File: config.mk
export PLATFORM = sky130hd
export DESIGN_NAME = adaptive_sleep_estimator_flat
export DESIGN_NICKNAME = d
export VERILOG_FILES = /design/src/design/ase_pkg.sv /design/src/design/ase_if.sv /design/src/design/adaptive_sleep_estimator.sv /design/src/flat_wrapper.sv
export SDC_FILE = /design/constraint.sdc
export NUM_CORES = 2
export LEC_CHECK = 0
export BUFFER_PORTS_ARGS = -buffer_cell sky130_fd_sc_hd__clkbuf_2
export CAP_MARGIN = 30
export CORE_MARGIN = 1.5
export CORE_UTILIZATION = 59
export DETAILED_ROUTE_END_ITERATION = 7
export GPL_TIMING_DRIVEN = 0
export HOLD_SLACK_MARGIN = 0.06
export PLACE_DENSITY = 0.79
export SLEW_MARGIN = 20
export SYNTH_ARGS = -nofsm -noshare
export SYNTH_HDL_FRONTEND = slang
export SYNTH_SLANG_ARGS = --single-unit
File: constraint.sdc
create_clock -name i_clk -period 9.6 [get_ports i_clk]
set_input_delay 0.48 -clock i_clk [delete_from_list [all_inputs] [get_ports i_clk]]
set_output_delay 0.48 -clock i_clk [all_outputs]
set_load 0.02 [all_outputs]
File: src/design/ase_pkg.sv
`timescale 1ns / 1ps

package ase_pkg;

    localparam int ELAPSED_W      = 32;
    localparam int ESTIMATE_W     = 33;
    localparam int SAMPLE_COUNT_W = 24;
    localparam int CFG_W          = 32;
    localparam int PADDR_W        = 3;
    localparam int MEAN_W         = 32;
    localparam int SUM_W          = 64;
    localparam int ROOT_W         = 32;
    localparam int ALU_W          = 35;
    localparam int STEP_W         = 6;
    localparam int MEAN_STEPS     = 32;
    localparam int VAR_STEPS      = 64;
    localparam int SQRT_STEPS     = 32;

    localparam logic [CFG_W-1:0] ESTIMATE_RESET = 32'd1000000;

    localparam logic REQ_BEGIN  = 1'b0;
    localparam logic REQ_SAMPLE = 1'b1;

    localparam logic CFG_IDX_INIT_EST = 1'b0;

    typedef enum logic [3:0] {
        S_IDLE,
        S_MEAN_DIV,
        S_MEAN_UPD,
        S_MULT,
        S_SUM,
        S_VAR_DIV,
        S_SQRT,
        S_FINISH,
        S_EMIT
    } t_state;

endpackage

File: src/design/ase_if.sv
`timescale 1ns / 1ps

interface ase_req_if
    import ase_pkg::*;
#(
    parameter int TARGET_BITS = 40
);
    logic                   valid;
    logic                   ready;
    logic                   req_type;
    logic [TARGET_BITS-1:0] target_ns;
    logic [ELAPSED_W-1:0]   elapsed_ns;

    modport source (output valid, req_type, target_ns, elapsed_ns, input ready);
    modport sink   (input valid, req_type, target_ns, elapsed_ns, output ready);
endinterface

interface ase_rsp_if
    import ase_pkg::*;
#(
    parameter int TARGET_BITS = 40
);
    logic                        valid;
    logic                        ready;
    logic                        keep_sleeping;
    logic signed [TARGET_BITS:0] remaining_ns;
    logic [ESTIMATE_W-1:0]       estimate_ns;
    logic [SAMPLE_COUNT_W-1:0]   sample_count;

    modport source (output valid, keep_sleeping, remaining_ns, estimate_ns, sample_count,
                    input ready);
    modport sink   (input valid, keep_sleeping, remaining_ns, estimate_ns, sample_count,
                    output ready);
endinterface

File: src/design/adaptive_sleep_estimator.sv
`timescale 1ns / 1ps
// Adaptive sleep estimator.
// Request channel i_in: a begin beat (req_type 0) loads target_ns as the remaining
// time, clears the statistics and reloads the estimate from initial_estimate_ns.
// A sample beat (req_type 1) subtracts elapsed_ns from the remaining time and
// updates the running mean, the sum of squared deviations and the estimate.
// Response channel o_out: exactly one beat per request, carrying keep_sleeping,
// remaining_ns, estimate_ns and sample_count after that request.
// The block works on one request at a time; i_in.ready is high only while idle.
// A begin beat goes straight to the output stage. The first sample of a session
// runs only the mean division; later samples add the variance division and the integer
// square root. One shared compare-subtract unit does 32 steps for the mean
// division, 64 for the variance division and 32 for the root, one step per cycle.
// The response sits in an output register; when the receiver stalls, the block
// holds it and finishes no further request until it is taken.
// The APB register initial_estimate_ns lives at address 0 and takes effect at
// the next begin beat. Synchronous reset clears the statistics, sets the
// estimate and the register to 1000000 and leaves no response pending.
module adaptive_sleep_estimator
    import ase_pkg::*;
#(
    parameter int TARGET_BITS = 40,
    parameter int COUNT_BITS  = 24
) (
    input  logic               i_clk,
    input  logic               i_rst_n,
    ase_req_if.sink            i_in,
    ase_rsp_if.source          o_out,
    input  logic               psel,
    input  logic               penable,
    input  logic               pwrite,
    input  logic [PADDR_W-1:0] paddr,
    input  logic [CFG_W-1:0]   pwdata,
    output logic [CFG_W-1:0]   prdata,
    output logic               pready
);

    localparam int REM_W  = TARGET_BITS + 1;
    localparam int DIFF_W = ((REM_W > ELAPSED_W + 1) ? REM_W : ELAPSED_W + 1) + 1;
    localparam int CMP_W  = (REM_W > ESTIMATE_W + 1) ? REM_W : ESTIMATE_W + 1;

    t_state r_state, n_state;

    logic [CFG_W-1:0]          r_cfg;
    logic signed [REM_W-1:0]   r_rem, n_rem;
    logic [MEAN_W-1:0]         r_mean, n_mean;
    logic [SUM_W-1:0]          r_sum, n_sum;
    logic [COUNT_BITS-1:0]     r_cnt, n_cnt;
    logic [ESTIMATE_W-1:0]     r_est, n_est;
    logic [ELAPSED_W-1:0]      r_x, n_x;
    logic                      r_dneg, n_dneg;
    logic [MEAN_W-1:0]         r_ad, n_ad;
    logic [MEAN_W-1:0]         r_aa, n_aa;
    logic [SUM_W-1:0]          r_prod, n_prod;
    logic [SUM_W-1:0]          r_acc, n_acc;
    logic [ALU_W-1:0]          r_prem, n_prem;
    logic [ROOT_W-1:0]         r_root, n_root;
    logic [STEP_W-1:0]         r_step, n_step;
    logic                      r_ovalid, n_ovalid;
    logic                      r_okeep, n_okeep;
    logic signed [REM_W-1:0]   r_orem, n_orem;
    logic [ESTIMATE_W-1:0]     r_oest, n_oest;
    logic [SAMPLE_COUNT_W-1:0] r_ocnt, n_ocnt;

    logic                      in_acc;
    logic                      out_free;
    logic                      cfg_wr;
    logic                      cnt_gt1;
    logic [COUNT_BITS-1:0]     cnt_m1;

    logic [ALU_W-1:0]          alu_a;
    logic [ALU_W-1:0]          alu_b;
    logic [ALU_W:0]            alu_diff;
    logic                      alu_ge;
    logic [ALU_W-1:0]          alu_rem;

    logic signed [DIFF_W-1:0]  rem_ext;
    logic signed [DIFF_W-1:0]  x_ext;
    logic signed [DIFF_W-1:0]  rem_sub;
    logic signed [DIFF_W-1:0]  rem_floor;
    logic [MEAN_W:0]           d_full;
    logic [MEAN_W:0]           d_abs;
    logic [MEAN_W-1:0]         quot;
    logic [MEAN_W-1:0]         mean_new;
    logic [MEAN_W:0]           after_full;
    logic [MEAN_W:0]           after_abs;
    logic [SUM_W-1:0]          prod;
    logic [SUM_W:0]            sum_add;
    logic [SUM_W-1:0]          sum_sat;
    logic signed [CMP_W-1:0]   rem_cmp;
    logic signed [CMP_W-1:0]   est_cmp;

    assign in_acc   = i_in.valid && i_in.ready;
    assign out_free = !r_ovalid || o_out.ready;
    assign cfg_wr   = psel && penable && pwrite && pready && (paddr[2] == CFG_IDX_INIT_EST);
    assign cnt_gt1  = r_cnt > COUNT_BITS'(1);
    assign cnt_m1   = r_cnt - COUNT_BITS'(1);

    assign pready = 1'b1;
    assign prdata = (paddr[2] == CFG_IDX_INIT_EST) ? r_cfg : '0;

    // Shared compare-subtract unit for both divisions and the square root.
    always_comb begin
        alu_a = {r_prem[ALU_W-2:0], r_acc[SUM_W-1]};
        alu_b = ALU_W'(r_cnt);
        if (r_state == S_SQRT) begin
            alu_a = {r_prem[ALU_W-3:0], r_acc[SUM_W-1 -: 2]};
            alu_b = ALU_W'({r_root, 2'b01});
        end else if (r_state == S_VAR_DIV) begin
            alu_b = ALU_W'(cnt_m1);
        end
    end

    assign alu_diff = {1'b0, alu_a} - {1'b0, alu_b};
    assign alu_ge   = !alu_diff[ALU_W];
    assign alu_rem  = alu_ge ? alu_diff[ALU_W-1:0] : alu_a;

    assign rem_ext   = DIFF_W'(r_rem);
    assign x_ext     = DIFF_W'($signed({1'b0, i_in.elapsed_ns}));
    assign rem_sub   = rem_ext - x_ext;
    assign rem_floor = {{(DIFF_W - TARGET_BITS){1'b1}}, {TARGET_BITS{1'b0}}};

    assign d_full = {1'b0, i_in.elapsed_ns} - {1'b0, r_mean};
    assign d_abs  = d_full[MEAN_W] ? (~d_full + 1'b1) : d_full;

    assign quot       = r_acc[MEAN_W-1:0];
    assign mean_new   = r_dneg ? (r_mean - quot) : (r_mean + quot);
    assign after_full = {1'b0, r_x} - {1'b0, mean_new};
    assign after_abs  = after_full[MEAN_W] ? (~after_full + 1'b1) : after_full;

    assign prod    = r_ad * r_aa;
    assign sum_add = {1'b0, r_sum} + {1'b0, r_prod};
    assign sum_sat = sum_add[SUM_W] ? '1 : sum_add[SUM_W-1:0];

    assign rem_cmp = CMP_W'(r_rem);
    assign est_cmp = CMP_W'($signed({1'b0, r_est}));

    always_comb begin
        n_state = r_state;
        unique case (r_state)
            S_IDLE: begin
                if (in_acc) begin
                    n_state = (i_in.req_type == REQ_BEGIN) ? S_EMIT : S_MEAN_DIV;
                end
            end
            S_MEAN_DIV: begin
                if (r_step == STEP_W'(MEAN_STEPS - 1)) begin
                    n_state = S_MEAN_UPD;
                end
            end
            S_MEAN_UPD: n_state = S_MULT;
            S_MULT:     n_state = S_SUM;
            S_SUM:      n_state = cnt_gt1 ? S_VAR_DIV : S_FINISH;
            S_VAR_DIV: begin
                if (r_step == STEP_W'(VAR_STEPS - 1)) begin
                    n_state = S_SQRT;
                end
            end
            S_SQRT: begin
                if (r_step == STEP_W'(SQRT_STEPS - 1)) begin
                    n_state = S_FINISH;
                end
            end
            S_FINISH:   n_state = S_EMIT;
            S_EMIT: begin
                if (out_free) begin
                    n_state = S_IDLE;
                end
            end
            default:    n_state = S_IDLE;
        endcase
    end

    always_comb begin
        i_in.ready          = (r_state == S_IDLE);
        o_out.valid         = r_ovalid;
        o_out.keep_sleeping = r_okeep;
        o_out.remaining_ns  = r_orem;
        o_out.estimate_ns   = r_oest;
        o_out.sample_count  = r_ocnt;
    end

    always_comb begin
        n_rem    = r_rem;
        n_mean   = r_mean;
        n_sum    = r_sum;
        n_cnt    = r_cnt;
        n_est    = r_est;
        n_x      = r_x;
        n_dneg   = r_dneg;
        n_ad     = r_ad;
        n_aa     = r_aa;
        n_prod   = r_prod;
        n_acc    = r_acc;
        n_prem   = r_prem;
        n_root   = r_root;
        n_step   = r_step;
        n_ovalid = r_ovalid && !o_out.ready;
        n_okeep  = r_okeep;
        n_orem   = r_orem;
        n_oest   = r_oest;
        n_ocnt   = r_ocnt;
        unique case (r_state)
            S_IDLE: begin
                if (in_acc) begin
                    if (i_in.req_type == REQ_BEGIN) begin
                        n_rem  = REM_W'(i_in.target_ns);
                        n_mean = '0;
                        n_sum  = '0;
                        n_cnt  = '0;
                        n_est  = ESTIMATE_W'(r_cfg);
                    end else begin
                        n_rem  = (rem_sub < rem_floor) ? REM_W'(rem_floor) : REM_W'(rem_sub);
                        n_cnt  = (&r_cnt) ? r_cnt : r_cnt + 1'b1;
                        n_x    = i_in.elapsed_ns;
                        n_dneg = d_full[MEAN_W];
                        n_ad   = d_abs[MEAN_W-1:0];
                        n_acc  = {d_abs[MEAN_W-1:0], {(SUM_W - MEAN_W){1'b0}}};
                        n_prem = '0;
                        n_step = '0;
                    end
                end
            end
            S_MEAN_DIV, S_VAR_DIV: begin
                n_prem = alu_rem;
                n_acc  = {r_acc[SUM_W-2:0], alu_ge};
                n_step = r_step + 1'b1;
                if (r_state == S_VAR_DIV && r_step == STEP_W'(VAR_STEPS - 1)) begin
                    n_prem = '0;
                    n_step = '0;
                end
            end
            S_MEAN_UPD: begin
                n_mean = mean_new;
                n_aa   = after_abs[MEAN_W-1:0];
            end
            S_MULT: begin
                n_prod = prod;
            end
            S_SUM: begin
                n_sum  = sum_sat;
                n_acc  = sum_sat;
                n_prem = '0;
                n_root = '0;
                n_step = '0;
            end
            S_SQRT: begin
                n_prem = alu_rem;
                n_acc  = {r_acc[SUM_W-3:0], 2'b00};
                n_root = {r_root[ROOT_W-2:0], alu_ge};
                n_step = r_step + 1'b1;
            end
            S_FINISH: begin
                n_est = {1'b0, r_mean} + {1'b0, r_root};
            end
            S_EMIT: begin
                if (out_free) begin
                    n_ovalid = 1'b1;
                    n_okeep  = rem_cmp > est_cmp;
                    n_orem   = r_rem;
                    n_oest   = r_est;
                    n_ocnt   = SAMPLE_COUNT_W'(r_cnt);
                end
            end
            default: begin
                n_ovalid = 1'b0;
            end
        endcase
    end

    always_ff @(posedge i_clk) begin
        if (!i_rst_n) begin
            r_state  <= S_IDLE;
            r_ovalid <= 1'b0;
            r_cfg    <= ESTIMATE_RESET;
            r_rem    <= '0;
            r_mean   <= '0;
            r_sum    <= '0;
            r_cnt    <= '0;
            r_est    <= ESTIMATE_W'(ESTIMATE_RESET);
        end else begin
            r_state  <= n_state;
            r_ovalid <= n_ovalid;
            if (cfg_wr) begin
                r_cfg <= pwdata;
            end
            r_rem    <= n_rem;
            r_mean   <= n_mean;
            r_sum    <= n_sum;
            r_cnt    <= n_cnt;
            r_est    <= n_est;
        end
    end

    always_ff @(posedge i_clk) begin
        r_x     <= n_x;
        r_dneg  <= n_dneg;
        r_ad    <= n_ad;
        r_aa    <= n_aa;
        r_prod  <= n_prod;
        r_acc   <= n_acc;
        r_prem  <= n_prem;
        r_root  <= n_root;
        r_step  <= n_step;
        r_okeep <= n_okeep;
        r_orem  <= n_orem;
        r_oest  <= n_oest;
        r_ocnt  <= n_ocnt;
    end

endmodule

File: src/flat_wrapper.sv
// flat-port wrapper written by rule: the top's interface ports become plain ports
module adaptive_sleep_estimator_flat import ase_pkg::*;
#(
    parameter int TARGET_BITS = 40,
    parameter int COUNT_BITS  = 24
)
  (i_clk, i_rst_n, psel, penable, pwrite, paddr, pwdata, prdata, pready, i_in_valid, i_in_req_type, i_in_target_ns, i_in_elapsed_ns, i_in_ready, o_out_valid, o_out_keep_sleeping, o_out_remaining_ns, o_out_estimate_ns, o_out_sample_count, o_out_ready);
  ase_req_if #(.TARGET_BITS(TARGET_BITS)) i_in_i ();
  ase_rsp_if #(.TARGET_BITS(TARGET_BITS)) o_out_i ();
  input  logic i_clk;
  input  logic i_rst_n;
  input  logic psel;
  input  logic penable;
  input  logic pwrite;
  input  logic [PADDR_W-1:0] paddr;
  input  logic [CFG_W-1:0] pwdata;
  output logic [CFG_W-1:0] prdata;
  output logic pready;
  input wire logic [$bits(i_in_i.valid)-1:0] i_in_valid;
  input wire logic [$bits(i_in_i.req_type)-1:0] i_in_req_type;
  input wire logic [$bits(i_in_i.target_ns)-1:0] i_in_target_ns;
  input wire logic [$bits(i_in_i.elapsed_ns)-1:0] i_in_elapsed_ns;
  output wire logic [$bits(i_in_i.ready)-1:0] i_in_ready;
  output wire logic [$bits(o_out_i.valid)-1:0] o_out_valid;
  output wire logic [$bits(o_out_i.keep_sleeping)-1:0] o_out_keep_sleeping;
  output wire logic [$bits(o_out_i.remaining_ns)-1:0] o_out_remaining_ns;
  output wire logic [$bits(o_out_i.estimate_ns)-1:0] o_out_estimate_ns;
  output wire logic [$bits(o_out_i.sample_count)-1:0] o_out_sample_count;
  input wire logic [$bits(o_out_i.ready)-1:0] o_out_ready;
  assign i_in_i.valid = i_in_valid;
  assign i_in_i.req_type = i_in_req_type;
  assign i_in_i.target_ns = i_in_target_ns;
  assign i_in_i.elapsed_ns = i_in_elapsed_ns;
  assign i_in_ready = i_in_i.ready;
  assign o_out_valid = o_out_i.valid;
  assign o_out_keep_sleeping = o_out_i.keep_sleeping;
  assign o_out_remaining_ns = o_out_i.remaining_ns;
  assign o_out_estimate_ns = o_out_i.estimate_ns;
  assign o_out_sample_count = o_out_i.sample_count;
  assign o_out_i.ready = o_out_ready;
  adaptive_sleep_estimator #(.TARGET_BITS(TARGET_BITS), .COUNT_BITS(COUNT_BITS)) u_core (.i_clk(i_clk), .i_rst_n(i_rst_n), .i_in(i_in_i), .o_out(o_out_i), .psel(psel), .penable(penable), .pwrite(pwrite), .paddr(paddr), .pwdata(pwdata), .prdata(prdata), .pready(pready));
endmodule
==> impl_results.md <==
* Nets in the synthesized netlist at 9847
* Arrival time at the worst endpoint at 9.98 ns
* Worst setup slack after layout at -0.007168 ns
* Number of top-level pins at 249
* Area growth, synth to finish at 8.529%
* R2R depth at 25
* Filler Cells Inserted at 10370
* Drt via density at 6.276
* Class of the tightest hold or removal check: input pin to flop
* CTS buffer count at 66
* Skew final at 0.03241 ns
* CP max-delay cell: sky130_fd_sc_hd__clkbuf_1
* Initial detailed-routing violation count at 7426
* Die Footprint at 128000 µm²
* Cell mode on critical path: sky130_fd_sc_hd__fa_1
* Delay-heaviest family, CP: adder cells
* Register-to-register setup slack at -0.007 ns
* Crit path buffers/inverters at 4
* Fraction of synthesized cell area taken by the top area cell type at 0.2434
* Post-synthesis sequential element count at 627
* Reg-to-reg startpoint: u_core.r_aa[7]
* Core area at 124300 µm²
* First-pass GRT wire length at 394.7 mm
* Count of port buffers added during placement at 244
* Buffer cell driving the clock tree root: sky130_fd_sc_hd__clkbuf_16
* CP endpoint kind: flop
* Violated checks: design-rule violations, negative setup slack
* Chip width at 357.8 µm
* Number of H-tree levels at 3
* Vias after detailed routing at 64790
* Max stage delay on crit path at 0.70 ns
* Number of warnings reported in the yosys synthesis log at 0
* Fraction of registers with async set or reset after synthesis at 0
* Gp weighted congestion at 1.084
* Most frequent cells in the layout: sky130_fd_sc_hd__inv_1 (1074), sky130_fd_sc_hd__nand2_1 (1021), sky130_fd_sc_hd__fa_1 (903)
* Commonest non-fill, non-tap cell in the layout: sky130_fd_sc_hd__inv_1
* CTS tree: built
* Final HPWL from detailed placement at 220.0 mm
* Timing-limited maximum frequency at 104.1 MHz
* Average routed wire per standard cell at 25.85 µm
* Via count of the first global-routing pass at 64310
* Global-route total usage across every layer at 0.4161
* Setup repair after global routing missed its margin: false
* Maximum capacitance violations at 0
* Initial Util at 0.5976
* Summed negative setup slack over all endpoints at -0.007168 ns
* Antenna Nets Post-Route at 0
* Maximum root-to-sink buffer count at 3
* Share of synthesized area occupied by flip-flops and latches at 0.2224
* Placement row count at 129
* Clock Latency Late Sink at 0.65 ns
* Reg-to-reg endpoint: u_core.r_prod[48]
* Kind of critical path: flop to flop
* Area of all placed cells without fillers at 80610 µm²
* Chip height at 357.8 µm
* Ratio of final minimum period to clock period at 1.001
* Count of unique library cells instantiated by Yosys at 114
* Worst endpoint required time at 9.97 ns
* Share of the core filled with cells in the final layout at 0.6486
* DP Area at 78010 µm²
* Most used flip-flop cell after synthesis: sky130_fd_sc_hd__edfxtp_1
* Per-instance average area after synthesis at 8.982 µm²
* Overflow left after global routing at 0
* Number of iterations in the first detailed-routing pass at 8
* Num Clock Sinks at 627
* Minimum clock period at 9.607 ns
* Share of cells above drive strength 1 at 0.05968
* Depth of the critical timing path with buffers and inverters included at 25
* Maximum net fanout on the critical path at 10
* Status: finished with violations
* Worst Max-Slew Pin Slew at 1.158 ns
* Cell accounting for the most synthesized area: sky130_fd_sc_hd__fa_1
* Normalized max-slew margin at 0.2280
* Total standard cell area after synthesis at 74280 µm²
* Final net count at 10200
* Aggregate routed wire length at 266.8 mm
* Final Max Tran Viols at 0
* Critical path endpoint: u_core.r_prod[48]
* Clock slew at reported path FFs at 0.07 ns
* Dpl ws at 0.01910 ns
* CP startpoint kind: flop
* Count of final hold-check violations at 0
* DRC violation count after routing at 1
* EDFF count, synth at 396
* Gate count of the mapped netlist at 8269
* Cell types occupying the most area after synthesis: sky130_fd_sc_hd__fa_1 (24%), sky130_fd_sc_hd__edfxtp_1 (16%), sky130_fd_sc_hd__ha_1 (9.4%), sky130_fd_sc_hd__dfxtp_1 (6.2%), sky130_fd_sc_hd__inv_1 (5.4%)
* Final-report setup violation count at 1
* Maximum number of pins on one net before global-route repair at 41
* Initial antenna violation count at 12
* Critical Path Start: u_core.r_aa[7]
[per-layer routing]
metal / routed length (µm) / GRT usage
met1: 92820 / 0.4910
met2: 118100 / 0.6446
met3: 29480 / 0.1034
met4: 26300 / 0.3427
met5: 85 / 0
[synth_stat cells, drive strengths merged (62+ instances only)]
cell type and instances:
nand3 112, nor2 386, xnor2 260, a21o 187
nand2 1021, edfxtp 396, o21ai 342, and2 625
ha 560, nand4 69, nor3 83, inv 1074
a21oi 533, xor2 143, a31oi 62, dfxtp 231
and3 73, fa 903, nor2b 74, clkbuf 389
[worst min path at each step]
stage,start,to,cells after the start
global placement,u_core.r_est[5],u_core.o_out.estimate_ns[5],0
CTS,pwdata[11],u_core.r_cfg[11],3
detailed placement,u_core.r_cnt[18],u_core.o_out.sample_count[18],0
floorplan,u_core.r_cnt[15],u_core.o_out.sample_count[15],0
finish,pwdata[28],u_core.r_cfg[28],3
global route,pwdata[5],u_core.r_cfg[5],3
[stage by stage]
| stage | hold WS (ns) | std cells |
|---|---|---|
| final | 0.07957 | 10320 |
| after global placement | 0.4133 | 10150 |
| after detailed placement | 0.4180 | 10170 |
| after CTS | 0.06195 | 10300 |
| after global routing | 0.09797 | 10320 |
| after floorplan | 0.4029 | 8269 |
[kinds of logic after synthesis]
logic type | after synthesis | synth area share
multiplexers | 9 | 0.001230
flip-flops | 627 | 0.2224
AO/OA/AOI/OAI | 1632 | 0.1410
XOR/XNOR | 403 | 0.04752
buffers and inverters | 1505 | 0.07668
AND/OR/NAND/NOR | 2629 | 0.1734
other | 1 | 0.00005049
adder cells (fa/ha/maj) | 1463 | 0.3377
[state kept, by name, summed over array words and instances (netlist names), 4 cells and up]
signal / count
u_core.r_x: 32
u_core.r_mean: 32
u_core.r_prod: 64
u_core.r_cfg: 32
u_core.r_rem: 41
u_core.r_step: 6
u_core.r_cnt: 24
u_core.r_aa: 32
u_core.r_acc: 64
u_core.r_est: 33
u_core.r_state: 4
u_core.r_ad: 32
u_core.o_out.sample_count: 24
u_core.o_out.remaining_ns: 41
u_core.r_sum: 64
u_core.o_out.estimate_ns: 33
u_core.r_root: 32
u_core.r_prem: 34
[worst min-delay path, stage by stage]
cell and delay (ns):
sky130_fd_sc_hd__clkbuf_2 0.08, sky130_fd_sc_hd__nand2_1 0.05, sky130_fd_sc_hd__a21oi_1 0.05
[area by class of cell]
cell class | count | area (µm²) | area share
clock inverters | 37 | 401.6 | 0.004982
multi-input cells | 6137 | 52130 | 0.6466
plain buffers | 427 | 1665 | 0.02066
flip-flops and latches | 627 | 16520 | 0.2049
repair buffers | 289 | 1894 | 0.02350
diodes | 6 | 15.01 | 0.0001863
well taps | 1637 | 2048 | 0.02541
clock buffers | 84 | 1897 | 0.02353
inverters | 1078 | 4048 | 0.05021
[what timing repair did]
| action | 4_1_cts | 5_1_grt |
|---|---|---|
| hold buffers | 13 | 0 |
| setup endpoints to repair | 0 | 14 |
| resized for setup | 0 | 33 |
| endpoints found under the hold margin | 13 | 0 |
| buffers inserted | 0 | 1 |
Power is left out: the tool's default activity adds up to more than one toggle a clock period on the data nets, which glitch-free logic cannot reach.
